## src/hw/rtl/mck_pkg.sv

```systemverilog
// Shared types, constants and letter table for the Morse keyer.
`default_nettype none
package mck_pkg;

    localparam int CHAR_W  = 8;
    localparam int UNIT_W  = 10;
    localparam int DUR_W   = 13;
    localparam int QDEPTH  = 4;
    localparam int QPTR_W  = $clog2(QDEPTH);

    localparam logic [UNIT_W-1:0] UNIT_MIN   = 10'd1;
    localparam logic [UNIT_W-1:0] UNIT_MAX   = 10'd1000;
    localparam logic [UNIT_W-1:0] UNIT_RESET = 10'd200;

    localparam logic [CHAR_W-1:0] CH_SPACE   = 8'h20;
    localparam logic [CHAR_W-1:0] CH_UPPER_A = 8'h41;
    localparam logic [CHAR_W-1:0] CH_UPPER_Z = 8'h5A;
    localparam logic [CHAR_W-1:0] CH_LOWER_A = 8'h61;
    localparam logic [CHAR_W-1:0] CH_LOWER_Z = 8'h7A;

    // One classified character waiting for the sequencer.
    typedef struct packed {
        logic       is_space;
        logic [2:0] count;
        logic [3:0] sym;   // sent from bit count-1 down, 1 = dash
    } mck_entry_t;

    typedef struct packed {
        logic       valid;
        mck_entry_t entry;
    } mck_push_t;

    // High nibble: symbol count, low nibble: symbols.
    function automatic logic [7:0] letter_code(input logic [4:0] idx);
        logic [7:0] code;
        begin
            unique case (idx)
                5'd0:    code = 8'h21;
                5'd1:    code = 8'h48;
                5'd2:    code = 8'h4A;
                5'd3:    code = 8'h34;
                5'd4:    code = 8'h10;
                5'd5:    code = 8'h42;
                5'd6:    code = 8'h36;
                5'd7:    code = 8'h40;
                5'd8:    code = 8'h20;
                5'd9:    code = 8'h47;
                5'd10:   code = 8'h35;
                5'd11:   code = 8'h44;
                5'd12:   code = 8'h23;
                5'd13:   code = 8'h22;
                5'd14:   code = 8'h37;
                5'd15:   code = 8'h46;
                5'd16:   code = 8'h4D;
                5'd17:   code = 8'h32;
                5'd18:   code = 8'h30;
                5'd19:   code = 8'h11;
                5'd20:   code = 8'h31;
                5'd21:   code = 8'h41;
                5'd22:   code = 8'h33;
                5'd23:   code = 8'h49;
                5'd24:   code = 8'h4B;
                5'd25:   code = 8'h4C;
                default: code = 8'h00;
            endcase
            return code;
        end
    endfunction

endpackage
`default_nettype wire

```

## src/hw/rtl/morse_code_keyer_core.sv

```systemverilog
// Top level of the Morse keyer: unit register, classifier, queue, sequencer.
//
// Usage:
//   s_* channel takes one ASCII character per transfer in s_tdata[7:0].
//   Letters (either case) yield 2 to 8 segments, a space yields one,
//   anything else yields nothing.
//   m_* channel gives one segment per transfer: m_tdata[0] level,
//   m_tdata[13:1] duration in ms; m_tlast marks the final segment of
//   the character.
//   cfg_* channel writes the unit length in ms (cfg_data[9:0]); it is
//   always ready, and values are clamped to 1..1000. Write only when idle.
// Throughput: one segment per cycle from the sequencer while m_tready is high;
//   a character has 1 to 8 segments, and the four-entry
//   queue lets input keep flowing meanwhile.
// Reset: queue and output empty, unit length 200 ms.
// Stall: while m_tready is low the output register holds its segment;
//   the queue then fills and s_tready falls.
`default_nettype none
module morse_code_keyer_core
    import mck_pkg::*;
(
    input  wire logic              clk,
    input  wire logic              rst_n,
    input  wire logic              s_tvalid,
    output logic                   s_tready,
    input  wire logic [CHAR_W-1:0] s_tdata,   // [7:0] character
    output logic                   m_tvalid,
    input  wire logic              m_tready,
    output logic [15:0]            m_tdata,   // [0] level, [13:1] duration_ms, [15:14] zero
    output logic                   m_tlast,
    input  wire logic              cfg_valid,
    output logic                   cfg_ready,
    input  wire logic [UNIT_W-1:0] cfg_data   // [9:0] dot_length_ms
);

    logic [UNIT_W-1:0] unit_reg, unit_next;
    mck_push_t         push;
    logic              push_ready;
    logic              pop_valid, pop;
    mck_entry_t        pop_entry;

    assign cfg_ready = 1'b1;

    always_comb
    begin
        if (cfg_data == '0)
            unit_next = UNIT_MIN;
        else if (cfg_data > UNIT_MAX)
            unit_next = UNIT_MAX;
        else
            unit_next = cfg_data;
    end

    always_ff @(posedge clk or negedge rst_n)
    begin
        if (!rst_n)
            unit_reg <= UNIT_RESET;
        else if (cfg_valid && cfg_ready)
            unit_reg <= unit_next;
    end

    mck_front u_front (
        .clk        (clk),
        .rst_n      (rst_n),
        .s_tvalid   (s_tvalid),
        .s_tready   (s_tready),
        .s_tdata    (s_tdata),
        .push       (push),
        .push_ready (push_ready)
    );

    mck_queue u_queue (
        .clk        (clk),
        .rst_n      (rst_n),
        .push       (push),
        .push_ready (push_ready),
        .pop_valid  (pop_valid),
        .pop_entry  (pop_entry),
        .pop        (pop)
    );

    mck_back u_back (
        .clk       (clk),
        .rst_n     (rst_n),
        .unit_ms   (unit_reg),
        .pop_valid (pop_valid),
        .pop_entry (pop_entry),
        .pop       (pop),
        .m_tvalid  (m_tvalid),
        .m_tready  (m_tready),
        .m_tdata   (m_tdata),
        .m_tlast   (m_tlast)
    );

endmodule
`default_nettype wire

```

## src/hw/rtl/mck_front.sv

```systemverilog
// Input stage: accepts characters, classifies them, drops unknown codes.
`default_nettype none
module mck_front
    import mck_pkg::*;
(
    input  wire logic              clk,
    input  wire logic              rst_n,
    input  wire logic              s_tvalid,
    output logic                   s_tready,
    input  wire logic [CHAR_W-1:0] s_tdata,   // [7:0] character
    output mck_push_t              push,
    input  wire logic              push_ready
);

    logic            valid_reg, valid_next;
    mck_entry_t      entry_reg, entry_next;
    logic            is_space, is_upper, is_lower;
    logic [4:0]      idx;
    logic [7:0]      code;

    assign s_tready = !valid_reg || push_ready;

    always_comb
    begin
        is_space = (s_tdata == CH_SPACE);
        is_upper = (s_tdata >= CH_UPPER_A) && (s_tdata <= CH_UPPER_Z);
        is_lower = (s_tdata >= CH_LOWER_A) && (s_tdata <= CH_LOWER_Z);
        if (is_lower)
            idx = 5'(s_tdata - CH_LOWER_A);
        else
            idx = 5'(s_tdata - CH_UPPER_A);
        code = letter_code(idx);
        entry_next.is_space = is_space;
        entry_next.count    = code[6:4];
        entry_next.sym      = code[3:0];
        valid_next = valid_reg && !push_ready;
        if (s_tvalid && s_tready)
            valid_next = is_space || is_upper || is_lower;
    end

    always_ff @(posedge clk or negedge rst_n)
    begin
        if (!rst_n)
            valid_reg <= 1'b0;
        else
            valid_reg <= valid_next;
    end

    always_ff @(posedge clk)
    begin
        if (s_tvalid && s_tready)
            entry_reg <= entry_next;
    end

    assign push.valid = valid_reg;
    assign push.entry = entry_reg;

endmodule
`default_nettype wire

```

## src/hw/rtl/mck_queue.sv

```systemverilog
// Short FIFO between the classifier and the segment sequencer.
`default_nettype none
module mck_queue
    import mck_pkg::*;
(
    input  wire logic       clk,
    input  wire logic       rst_n,
    input  wire mck_push_t  push,
    output logic            push_ready,
    output logic            pop_valid,
    output mck_entry_t      pop_entry,
    input  wire logic       pop
);

    mck_entry_t          mem_reg [QDEPTH];
    logic [QPTR_W-1:0]   wr_reg, wr_next;
    logic [QPTR_W-1:0]   rd_reg, rd_next;
    logic [QPTR_W:0]     cnt_reg, cnt_next;
    logic                do_push, do_pop;

    assign push_ready = (cnt_reg != (QPTR_W+1)'(QDEPTH));
    assign pop_valid  = (cnt_reg != '0);
    assign pop_entry  = mem_reg[rd_reg];

    always_comb
    begin
        do_push  = push.valid && push_ready;
        do_pop   = pop && pop_valid;
        wr_next  = do_push ? wr_reg + 1'b1 : wr_reg;
        rd_next  = do_pop ? rd_reg + 1'b1 : rd_reg;
        cnt_next = cnt_reg;
        if (do_push && !do_pop)
            cnt_next = cnt_reg + 1'b1;
        else if (do_pop && !do_push)
            cnt_next = cnt_reg - 1'b1;
    end

    always_ff @(posedge clk or negedge rst_n)
    begin
        if (!rst_n)
        begin
            wr_reg  <= '0;
            rd_reg  <= '0;
            cnt_reg <= '0;
        end
        else
        begin
            wr_reg  <= wr_next;
            rd_reg  <= rd_next;
            cnt_reg <= cnt_next;
        end
    end

    always_ff @(posedge clk)
    begin
        if (do_push)
            mem_reg[wr_reg] <= push.entry;
    end

endmodule
`default_nettype wire

```

## src/hw/rtl/mck_back.sv

```systemverilog
// Segment sequencer: walks each queued character and emits timed segments.
`default_nettype none
module mck_back
    import mck_pkg::*;
(
    input  wire logic              clk,
    input  wire logic              rst_n,
    input  wire logic [UNIT_W-1:0] unit_ms,
    input  wire logic              pop_valid,
    input  wire mck_entry_t        pop_entry,
    output logic                   pop,
    output logic                   m_tvalid,
    input  wire logic              m_tready,
    output logic [15:0]            m_tdata,   // [0] level, [13:1] duration_ms, [15:14] zero
    output logic                   m_tlast
);

    logic             busy_reg, busy_next;
    mck_entry_t       ent_reg;
    logic [2:0]       seg_reg, seg_next;
    logic             ovalid_reg, ovalid_next;
    logic             olevel_reg;
    logic [DUR_W-1:0] odur_reg;
    logic             olast_reg;

    logic             emit;
    logic [1:0]       sidx;
    logic             dash, final_sym;
    logic             seg_level, seg_last;
    logic [1:0]       seg_units;   // 0: one unit, 1: three, 2: six
    logic [DUR_W-1:0] dur1, dur3, dur6, seg_dur;

    always_comb
    begin
        dur1 = DUR_W'(unit_ms);
        dur3 = dur1 + DUR_W'({unit_ms, 1'b0});
        dur6 = DUR_W'({dur3, 1'b0});

        sidx      = 2'(ent_reg.count - 3'd1) - seg_reg[2:1];
        dash      = ent_reg.sym[sidx];
        final_sym = ({1'b0, seg_reg[2:1]} + 3'd1 == ent_reg.count);

        if (ent_reg.is_space)
        begin
            seg_level = 1'b0;
            seg_units = 2'd2;
            seg_last  = 1'b1;
        end
        else if (!seg_reg[0])
        begin
            seg_level = 1'b1;
            seg_units = dash ? 2'd1 : 2'd0;
            seg_last  = 1'b0;
        end
        else
        begin
            seg_level = 1'b0;
            seg_units = final_sym ? 2'd1 : 2'd0;
            seg_last  = final_sym;
        end

        case (seg_units)
            2'd0:    seg_dur = dur1;
            2'd1:    seg_dur = dur3;
            default: seg_dur = dur6;
        endcase

        emit = busy_reg && (!ovalid_reg || m_tready);
        pop  = !busy_reg || (emit && seg_last);

        busy_next = busy_reg;
        seg_next  = seg_reg;
        if (pop)
        begin
            busy_next = pop_valid;
            seg_next  = '0;
        end
        else if (emit)
            seg_next = seg_reg + 3'd1;

        ovalid_next = ovalid_reg && !m_tready;
        if (emit)
            ovalid_next = 1'b1;
    end

    always_ff @(posedge clk or negedge rst_n)
    begin
        if (!rst_n)
        begin
            busy_reg   <= 1'b0;
            seg_reg    <= '0;
            ovalid_reg <= 1'b0;
        end
        else
        begin
            busy_reg   <= busy_next;
            seg_reg    <= seg_next;
            ovalid_reg <= ovalid_next;
        end
    end

    always_ff @(posedge clk)
    begin
        if (pop && pop_valid)
            ent_reg <= pop_entry;
        if (emit)
        begin
            olevel_reg <= seg_level;
            odur_reg   <= seg_dur;
            olast_reg  <= seg_last;
        end
    end

    assign m_tvalid = ovalid_reg;
    assign m_tdata  = {2'b00, odur_reg, olevel_reg};
    assign m_tlast  = olast_reg;

endmodule
`default_nettype wire

```

## config.mk

```make
export PLATFORM = sky130hd
export DESIGN_NAME = morse_code_keyer_core
export DESIGN_NICKNAME = d
export VERILOG_FILES = /design/src/hw/rtl/mck_pkg.sv /design/src/hw/rtl/morse_code_keyer_core.sv /design/src/hw/rtl/mck_front.sv /design/src/hw/rtl/mck_queue.sv /design/src/hw/rtl/mck_back.sv
export SDC_FILE = /design/constraint.sdc
export NUM_CORES = 1
export LEC_CHECK = 0
export ABC_AREA = 1
export BUFFER_PORTS_ARGS = -buffer_cell sky130_fd_sc_hd__buf_2
export CAP_MARGIN = 20
export CORE_ASPECT_RATIO = 1.75
export CORE_MARGIN = 2
export CORE_UTILIZATION = 55
export DETAILED_ROUTE_END_ITERATION = 7
export PLACE_DENSITY = 0.75
export REMOVE_ABC_BUFFERS = 1
export SLEW_MARGIN = 5
export SYNTH_ARGS = -nofsm -noshare
export SYNTH_HDL_FRONTEND = slang
export SYNTH_SLANG_ARGS = --single-unit
```

## constraint.sdc

```tcl
create_clock -name clk -period 3.1 [get_ports clk]
set_input_delay 0.155 -clock clk [delete_from_list [all_inputs] [get_ports clk]]
set_output_delay 0.155 -clock clk [all_outputs]
set_load 0.005 [all_outputs]
```

# Word-level counts from Yosys, hierarchy flattened
# Memories as Yosys holds them, arrays and structs flattened. A register that Yosys moved wholly into a read port is not among the register bits.
# Index checks and enable logic that the tools add are counted.
# totals
register_bits,39
latch_bits,0
ramBits,32
romBits,224
input_bits,23
out_inout_bits,20
word_cells,84
mem_count,2
# memory_table
name,words,width,read_ports,rd_clocked_by_memory_dff,write_ports,line,source
(name not given),32,7,1,1,0,mck_pkg.sv:37,unique case (idx)
u_queue.mem_reg,4,8,1,1,1,mck_queue.sv:15,mck_entry_t mem_reg [QDEPTH];
# classes
n_addsub,11
n_mul,0
div_mod_pow,0
n_lt_le_gt_ge,6
n_eq_ne,4
n_shift,0
mux,21
bitwise_logic,0
n_reduce_logical,28
# op_table
operator,count
13-bit one-hot mux with 2 select lines,1
10-bit 2-to-1 mux,2
8-bit by 7-bit >= comparator with 1-bit output (second input constant),2
8-bit by 7-bit <= comparator with 1-bit output (second input constant),2
10-bit by 11-bit adder with 12-bit output,1
3-bit 2-to-1 mux,4
1-bit logical AND,11
10-bit greater-than comparator (second input constant),1
10-bit logical NOT,1
1-bit 2-to-1 mux,10
5-bit by 1-bit subtractor with 5-bit output (second input constant),2
8-bit by 6-bit == test with 1-bit output (second input constant),1
1-bit logical NOT,7
3-bit by 1-bit adder with 3-bit output (second input constant),2
1-bit logical OR,5
5-bit 2-to-1 mux,1
2-bit by 1-bit adder with 2-bit output (second input constant),2
2-bit 2-to-1 mux,2
2-bit nonzero test,2
2-bit by 1-bit adder with 3-bit output (second input constant),1
3-bit == test,1
2-bit by 3-bit less-than comparator with 1-bit output (second input constant),1
3-bit != test (second input constant),1
3-bit nonzero test,1
other kinds (6),6

# Longest topological paths before layout
# Gate-level depths: netlist of the first run.
# depth
ltp_word,10
ltp_mapped,14

# Hierarchy
# From an unflattened synthesis of the first run, not the netlist that was laid out.
# unflattened
cells_unflattened,609
area_unflattened_um2,5111.2
# modules_own_cells
module,n_inst,cells_per_inst,area_per_inst_um2,seq_area_each_um2
mck_back,1,243,1936.9,815.8
mck_queue,1,152,1739.2,1136.1
mck_front,1,151,942.2,265.3
morse_code_keyer_core,1,63,493.0,254.0

# Worst setup path before layout of the first run
# No wires, ideal clock.
# synth_path
path_kind,register to register
startpoint,register u_back.seg_reg[1]
endpoint,register u_queue.cnt_reg[1]
setup_time_ns,0.125
t_arrival_ns,2.294
path_slack_ns,0.681
stages_incl_launch_ff,13
n_path_buf,0
cell_sequence,dfrtp_1 -> inv_1 -> ha_1 -> nor2_1 -> nand2_1 -> nor3_2 -> nor2_1 -> nand2_1 -> nand3_2 -> ha_1 -> inv_1 -> fa_1 -> mux2_2
# synth_via
elab_chain_cells,10
elab_cells_between_ends,12
# synth_lines
item,line,source
start: declaration,mck_back.sv:20,"logic [2:0] seg_reg, seg_next;"
start signal: assignment,mck_back.sv:97,seg_reg <= seg_next;
2-bit by 1-bit adder with 3-bit output,mck_back.sv:41,"final_sym = ({1'b0, seg_reg[2:1]} + 3'd1 == ent_reg.count);"
3-bit == test,mck_back.sv:41,
1-bit 2-to-1 mux,mck_back.sv:49,else if (!seg_reg[0])
1-bit 2-to-1 mux,mck_back.sv:43,if (ent_reg.is_space)
1-bit logical AND,mck_back.sv:69,pop = !busy_reg || (emit && seg_last);
1-bit logical OR,mck_back.sv:69,
1-bit logical AND,mck_queue.sv:28,do_pop = pop && pop_valid;
1-bit logical NOT,mck_queue.sv:32,if (do_push && !do_pop)
1-bit logical AND,mck_queue.sv:32,
3-bit 2-to-1 mux,mck_queue.sv:32,
named net u_queue.cnt_next[1],mck_queue.sv:18,"logic [QPTR_W:0] cnt_reg, cnt_next;"
end signal: assignment,mck_queue.sv:50,cnt_reg <= cnt_next;
end: declaration,mck_queue.sv:18,
# The timed path passes the listed nets, and every way through them passes these cells.
# A chain may end at the register's enable or synchronous reset.

# Final worst setup path of the first run
# Ends and elaborated chain as after synthesis.

==> results of run 1 <==
-- layout make-up --
cell class	count	share of cell area, %
flip-flops and latches	86	46.43
multi-input cells	357	36.37
inverters	72	5.078
clock buffers	9	4.231
repair buffers	42	4.137
well taps	115	2.703
clock inverters	7	1.058
-- power groups by stage --
stage	clock [W]	combinational, W	sequential (W)
after detailed placement	0	0.00135	0.00179
after floorplan	0	0.000945	0.00175
final	0.00100	0.00135	0.00177
after global routing	0.00106	0.00155	0.00181
after CTS	0.00102	0.00136	0.00177
after global placement	0	0.00128	0.00178
-- layer usage --
| layer | track usage, % | routed length (microns) |
|---|---|---|
| met1 | 21.53 | 3217 |
| met2 | 44.38 | 5788 |
| met3 | 3.892 | 296 |
| met4 | 10.08 | 303 |
| met5 | 0 | 0 |
-- cell families (layout without fill, tap and decap cells) --
family	after synthesis	in the layout	synth area share, %
simple gates	245	245	22.25
flops	86	86	52.06
buf+inv	86	130	7.248
compound gates	71	71	8.145
fa+ha+maj	26	26	7.169
xor+xnor	11	11	2.741
other cells	2	3	0.1582
mux	1	1	0.2372
-- tightest hold or removal path, stage by stage --
cell and delay, ps:
buf_2 110, nand2_1 50, nand2_1 40
-- placed cells by master (no fill, tap or decap), types with 4 or more instances in the layout --
cell type and instances:
nand2_1 124, inv_1 64, edfxtp_1 63, nand3_1 49, nor2_1 48, buf_2 39, o21ai_0 37, ha_1 24
dfrtp_1 20, a21oi_1 11, o22ai_1 9, clkbuf_16 9, o21ai_1 8, inv_2 7, nand4_1 6, xor2_1 5
nand3b_1 4, nand2_2 4, nor2_2 4
-- per-stage QoR --
step,cells,util [%]
final,688,63.61
after global routing,688,63.61
after CTS,688,63.61
after detailed placement,671,60.12
after global placement,671,60.12
after floorplan,515,-
-- repair_timing --
action	in CTS	in global routing
endpoints found under the setup margin	0	0
hold buffers	1	0
hold endpoints to repair	20	0
-- worst min path at each step --
| stage | from | depth (start not counted) | end |
|---|---|---|---|
| detailed placement | rst_n | 1 | unit_reg[8]$_DFFE_PN0P_ |
| floorplan | rst_n | 0 | u_back.busy_reg$_DFFE_PN0P_ |
| finish | cfg_data[6] | 3 | unit_reg[6]$_DFFE_PN1P_ |
| global placement | rst_n | 1 | unit_reg[8]$_DFFE_PN0P_ |
| CTS | cfg_data[6] | 3 | unit_reg[6]$_DFFE_PN1P_ |
| global route | cfg_data[6] | 3 | unit_reg[6]$_DFFE_PN1P_ |
==> metrics.txt, run 1 <==
status completed; post-route clock period utilization 87.07%; Synth area leaders edfxtp_1, dfrtp_1, nand2_1; first-pass GRT wire length 16250 microns; CP startpoint u_back.seg_reg[1]$_DFFE_PN0P_; post-synthesis sequential area ratio 52.06%; Fillers 710; Setup Fix Bufs, Post-CTS 0; final period demand of the worst path 2699 ps; share of cells above drive strength 1 14.83%; setup TNS 0 ps; per-cell routed wire length between 10 and 15 microns; Syn. warnings 0; max reg flops 32; io pins 43; leak pwr about 2.4 nW; CTS sink cnt 86; RSZ-0062 raised after global routing no; Multi-input gate area 1936 sq um; Core Rows 44; fraction of registers with async set/reset 26.74%; CP Depth 12; largest net degree at the start of global routing 24; Reg area approximately 2500 sq um; EDFF count, synth 63; data required time of the worst path roughly 3300 ps; crit-path cells inv_1, ha_1, nor2_1, nand2_1, nor3_2, nor2_1, nand2_1, nand3_2, ha_1, inv_1, fa_1, mux2_2; Max Fclk 0.3705 GHz; Synth Flop Type edfxtp_1; final instance area 5323 sq um; area of the core 8368 sq um; MaxCap Viol Count 0; combinational share of power between 30% and 40%; Post-synth top cells nand2_1, inv_1, edfxtp_1; hold slack final 21.37 ps; drt pass-1 iters 5; CTS tree yes; Reg power frac 43.0%; Critical Path Max Stage Delay 420 ps; H-tree levels 3; Setup-failing EPs final 0; Worst Tran Pin Value 812.0 ps; Routed Antenna Nets 0; CP arrival between 2000 and 3000 ps; Mean Syn Cell Area 8.991 sq um; gr usage total 22.62%; Setup WS pre-CTS roughly 450 ps; Slew Limit Fails 0; family with the most delay on the worst path adder cells; RR Startpoint u_back.seg_reg[1]$_DFFE_PN0P_; worst setup path end u_queue.cnt_reg[1]$_DFFE_PN0P_; most common cell in the netlist nand2_1; drc violations 0; final WL approximately 9600 microns; class of the most critical hold timing path in -> reg; Yosys top cell by area edfxtp_1; area delta synth->final 12.12%; Critical R2R Capture u_queue.cnt_reg[1]$_DFFE_PN0P_; crit start category flop; Worst Setup End Kind flop; worst-path fanout max 5; worst vdd ir 456.3 uV; vias in the first global route ~3600; CTS Buffer Depth 2; Cells after Synth 528; post-synth top area share 39.85%; Sw Pwr between 0.0015 and 0.002 W; power per cell area between 700 and 800 nW/um^2; die height 126.9 microns; CP max stage cell fa_1; worst skew pair latency 340 ps; clock root buffer clkbuf_16; DR iter-0 viols ~180; Int Pwr roughly 0.0026 W; die width 74.23 microns; synthesis-stage register bit count 86; Cell Area, Synth 4747 sq um; post-CTS sizing 0; CTS clk-pin slew, worst paths 60 ps; switch share 36.60%; CTS buffer count 9; DPL Wire Length around 7600 microns; CP bufs+invs 2; initial antenna violation count 0; total grt overflow 0; final worst slack ~400 ps; Placer Congestion 0.9091; Clk pwr share between 20% and 30%; port buffer count 39; via count 3660; Yosys cell types 40; Initial Utilization 56.73%; Die Area 9420 sq um; Max-slew headroom 45.66%; R2R depth 12; Final Hold Fails 0; Clock Skews just over 6 ps; placed cell areas ~5000 sq um; Ant. Diodes 0; R2R setup slack around 400 ps; via-per-instance ratio 5.320; Crit Path Class reg -> reg; nets@finish 617; overall power 0.004126 W
Power figures use the tool's default switching activity.
==> run 2: changes to the inputs <==
Settings changed: CAP_MARGIN 20 to unset, REMOVE_ABC_BUFFERS 1 to unset, TNS_END_PERCENT set to 10.
==> metrics.txt, run 2 (same netlist as run 1, synthesis figures left out) <==
met1 WL about 3300 microns; Setup-failing EPs final 0; largest net degree at the start of global routing 24; CTS sink cnt 86; Worst Tran Pin Value about 800 ps; H-tree levels 3; Core Rows 44; worst vdd ir 428.8 uV; status completed; max reg flops 32; Slew Limit Fails 0; drt pass-1 iters 4; via count 3716; power per cell area 790.6 nW/um^2; worst skew pair latency around 340 ps; total grt overflow 0; Max Fclk between 0.3 and 0.4 GHz; Post-Place Cells between 600 and 700; wire length on met3 ~230 microns; Placer Congestion between 0.8 and 0.9; Critical Path Max Stage Delay roughly 420 ps; share of cells above drive strength 1 14.83%; vias in the first global route between 3000 and 4000; Max-slew headroom 45.17%; data required time of the worst path 3330 ps; Final Hold Fails 0; Ant. Diodes 0; CTS tree yes; DR iter-0 viols 184; leak pwr 2.445 nW; drc violations 0; CTS Buffer Depth 2; crit-path cells inv_1, ha_1, nor2_1, nand2_1, nor3_2, nor2_1, nand2_1, nand3_2, ha_1, inv_1, fa_1, mux2_2; gr usage total between 20% and 30%; area delta synth->final 12.68%; die width 74.23 microns; CP arrival 2950 ps; via-per-instance ratio 5.401; nets@finish 617; worst-path fanout max 5; per-cell routed wire length 14.46 microns; R2R setup slack 380 ps; clock root buffer clkbuf_16; MaxCap Viol Count 0; final period demand of the worst path 2722 ps; port buffer count 39; Crit Path Class reg -> reg; io pins 43; crit start category flop; Worst Setup End Kind flop; Clock Skews approximately 5 ps; CTS clk-pin slew, worst paths 60 ps; Die Area approximately 9400 sq um; first-pass GRT wire length between 15000 and 20000 microns; Finished Layout Cells 688; CP max stage cell fa_1; RSZ-0062 raised after global routing no; most frequent cells in the layout nand2_1, inv_1, edfxtp_1; max layer used met4; Setup Fix Bufs, Post-CTS 0; die height 126.9 microns; Final Util 63.92%; DPL Wire Length 7602 microns; post-route clock period utilization 87.82%; final WL ~10000 microns; class of the most critical hold timing path in -> reg; routed length on met2 approximately 6000 microns; Routed Antenna Nets 0; Initial Utilization 56.73%; initial antenna violation count 0; area of the core 8368 sq um; commonest non-fill, non-tap cell in the layout nand2_1; setup TNS 0 ps; CTS buffer count 9
run 2: stage by stage:
| stage | cell area (sq um) | hold slack (ps) | power [W] | setup slack (ps) |
|---|---|---|---|---|
| 2_1_floorplan | 4751 | -140.6 | 0.002760 | 680.9 |
| 3_3_place_gp | 5031 | 155.9 | 0.003060 | 559.3 |
| 3_5_place_dp | 5031 | 166.9 | 0.003142 | 393.5 |
| 4_1_cts | 5349 | 10.79 | 0.004250 | 379.7 |
| 5_1_grt | 5349 | 31.88 | 0.004556 | 237.7 |
| 6_report | 5349 | 20.61 | 0.004229 | 377.7 |
run 2: critical path: cells and delay by family (launching register included):
kind	cells	cell delay, ps
buffers and inverters	2	160
DFF	1	380
muxes	1	280
adders and majority gates	3	990
and+or+nand+nor	6	780
run 2: final timing paths:
kind                                                       end  cells after the start                           from
min in group asynchronous        u_queue.wr_reg[1]$_DFFE_PN0P_                      2                          rst_n
worst min-delay path                   unit_reg[7]$_DFFE_PN1P_                      3                    cfg_data[7]
worst min register to register         unit_reg[7]$_DFFE_PN1P_                      2        unit_reg[7]$_DFFE_PN1P_
max in group asynchronous              unit_reg[3]$_DFFE_PN1P_                      2                          rst_n
worst max-delay path            u_queue.cnt_reg[1]$_DFFE_PN0P_                     12  u_back.seg_reg[1]$_DFFE_PN0P_
worst max register to register  u_queue.cnt_reg[1]$_DFFE_PN0P_                     12  u_back.seg_reg[1]$_DFFE_PN0P_
run 2: what timing repair did:
item	in CTS	in global routing
hold endpoints to repair	20	0
hold buffers	1	0
gates resized for setup	0	0
run 2: report_power, final:
| part | internal [W] | switching (W) | leakage [nW] |
|---|---|---|---|
| Combinational | 0.000491 | 0.000866 | 1.43 |
| Clock | 0.000635 | 0.000459 | 0.151 |
| Sequential | 0.00157 | 0.000205 | 0.867 |
| Total | 0.00270 | 0.00153 | 2.45 |
run 2: routing by layer:
layer | up-vias | GRT usage (%)
li1 | 1833 | -
met1 | 1766 | 21.03
met5 | - | 0
met3 | 30 | 4.448
met2 | 87 | 47.69
met4 | 0 | 11.87
run 2: layout make-up:
type	instances	area (sq um)
multi-input combinational	357	1936
inverter	72	270.3
tap	115	143.9
fill	734	3019
clock inverter	7	82.58
timing repair buffer	42	220.2
sequential	86	2471
clock buffer	9	225.2
==> run 3: changes to the inputs <==
Settings changed: CORE_UTILIZATION 55 to 50, PLACE_DENSITY 0.75 to 0.69.
==> metrics.txt, run 3 (same netlist as run 1, synthesis figures left out) <==
status completed; max layer used met4; io pins 43; H-tree levels 3; wire length on met3 294 microns; area delta synth->final 12.92%; MaxCap Viol Count 0; Critical R2R Capture u_queue.cnt_reg[1]$_DFFE_PN0P_; drt pass-1 iters 4; Multi-input gate area 1936 sq um; Worst Setup End Kind flop; most frequent cells in the layout nand2_1, inv_1, edfxtp_1; Final Hold Fails 0; die width slightly below 80 microns; nets@finish 619; routed length on met2 5826 microns; CTS tree yes; via-per-instance ratio a little over 5; setup TNS 0 ps; Setup Fix Bufs, Post-CTS 0; CTS buffer count 9; Post-Place Cells 680; per-cell routed wire length around 14 microns; Routed Antenna Nets 0; worst skew pair latency 340 ps; max reg flops 32; worst vdd ir approximately 350 uV; Clock Skews 8.270 ps; Placer Congestion 0.9123; leak pwr 2.445 nW; Final Util a little under three fifths; Crit Path Class reg -> reg; via count 3622; CP arrival 2840 ps; final WL 9710 microns; R2R depth 12; post-route clock period utilization ~84%; Finished Layout Cells 697; Reg area 2471 sq um; largest net degree at the start of global routing 24; crit start category flop; drc violations 0; data required time of the worst path 3330 ps; Max-slew headroom between 40% and 50%; worst hold path endpoint unit_reg[7]$_DFFE_PN1P_; hold_sp cfg_data[7]; Initial Utilization 50.77%; Core Rows 47; final period demand of the worst path roughly 2600 ps; port buffer count 39; R2R setup slack 480 ps; DPL Wire Length 7773 microns; hold path depth 3; vias in the first global route 3699; clock root buffer clkbuf_16; commonest non-fill, non-tap cell in the layout nand2_1; total grt overflow 0; die height 132.9 microns; Die Area 10320 sq um; Setup-failing EPs final 0; CTS sink cnt 86; Fillers ~800; worst-path fanout max 5; met1 WL 3118 microns; Max Fclk 0.3823 GHz; Worst Tran Pin Value approximately 850 ps; RR Startpoint u_back.seg_reg[1]$_DFFE_PN0P_; first-pass GRT wire length 16150 microns; placed cell areas 5055 sq um; RSZ-0062 raised after global routing no; final instance area 5360 sq um; class of the most critical hold timing path in -> reg; CTS clk-pin slew, worst paths roughly 70 ps; power per cell area 774.4 nW/um^2; CTS Buffer Depth 2; area of the core a little over 9000 sq um; DR iter-0 viols 135; initial antenna violation count 0; Slew Limit Fails 0; share of cells above drive strength 1 15.13%; Ant. Diodes 0; gr usage total 20.18%
-- run 3: cell types whose count changed in the layout (fill, tap and decap cells not counted), sizes merged --
cell / change
bufinv: -1
clkinvlp: +1
buf: +2
-- run 3: timing repair --
item                      CTS  global route
hold buffers                1             0
gates resized for setup     0             0
hold endpoints to repair   20             0
-- run 3: worst max-delay path, stage by stage, from the launching register on --
cell	delay (ps)
dfrtp_1	370
inv_1	70
ha_1	350
nor2_1	120
nand2_1	60
nor3_2	160
nor2_1	80
nand2_1	130
nand3_2	140
ha_1	230
inv_1	100
fa_1	420
mux2_2	280
-- run 3: cell type report --
class / count / area share, %
clock buffer: 9 / 4.202
clock inverter: 7 / 1.307
inverter: 72 / 5.042
multi-input combinational: 357 / 36.11
sequential: 86 / 46.10
tap: 122 / 2.848
timing repair buffer: 44 / 4.388
-- run 3: per-layer routing --
| layer | GRT usage [%] | vias up |
|---|---|---|
| met5 | 0 | - |
| met4 | 12.50 | 0 |
| met3 | 2.865 | 36 |
| met2 | 42.53 | 85 |
| met1 | 15.82 | 1671 |
| li1 | - | 1830 |
-- run 3: worst max path at each step --
stage                                  start                              to  slack (ps)  cells past startpoint
2_1_floorplan  u_back.seg_reg[1]$_DFFE_PN0P_  u_queue.cnt_reg[1]$_DFFE_PN0P_         680                     12
3_5_place_dp   u_back.seg_reg[1]$_DFFE_PN0P_  u_queue.cnt_reg[1]$_DFFE_PN0P_         490                     12
6_report       u_back.seg_reg[1]$_DFFE_PN0P_  u_queue.cnt_reg[1]$_DFFE_PN0P_         480                     12
4_1_cts        u_back.seg_reg[1]$_DFFE_PN0P_  u_queue.cnt_reg[1]$_DFFE_PN0P_         470                     12
5_1_grt        u_back.seg_reg[1]$_DFFE_PN0P_  u_queue.cnt_reg[1]$_DFFE_PN0P_         280                     12
3_3_place_gp   u_back.seg_reg[1]$_DFFE_PN0P_  u_queue.cnt_reg[1]$_DFFE_PN0P_         560                     12
-- run 3: where the power goes --
part | internal, W | total [W] | switching, W | leakage, nW
sequential | 0.00157 | 0.00172 | 0.000144 | 0.867
clock | 0.000562 | 0.00103 | 0.000465 | 0.141
combinational | 0.000505 | 0.00141 | 0.000902 | 1.44
total | 0.00264 | 0.00415 | 0.00151 | 2.45
-- run 3: metrics by stage --
step / total power (W) / worst slack (ps) / hold WS (ps)
global route: 0.004432 / 282.3 / 24.28
finish: 0.004151 / 484.4 / 21.53
floorplan: 0.002760 / 680.9 / -140.6
detailed placement: 0.003147 / 488.5 / 170.0
global placement: 0.003090 / 561.1 / 164.1
CTS: 0.004180 / 472.9 / 8.769
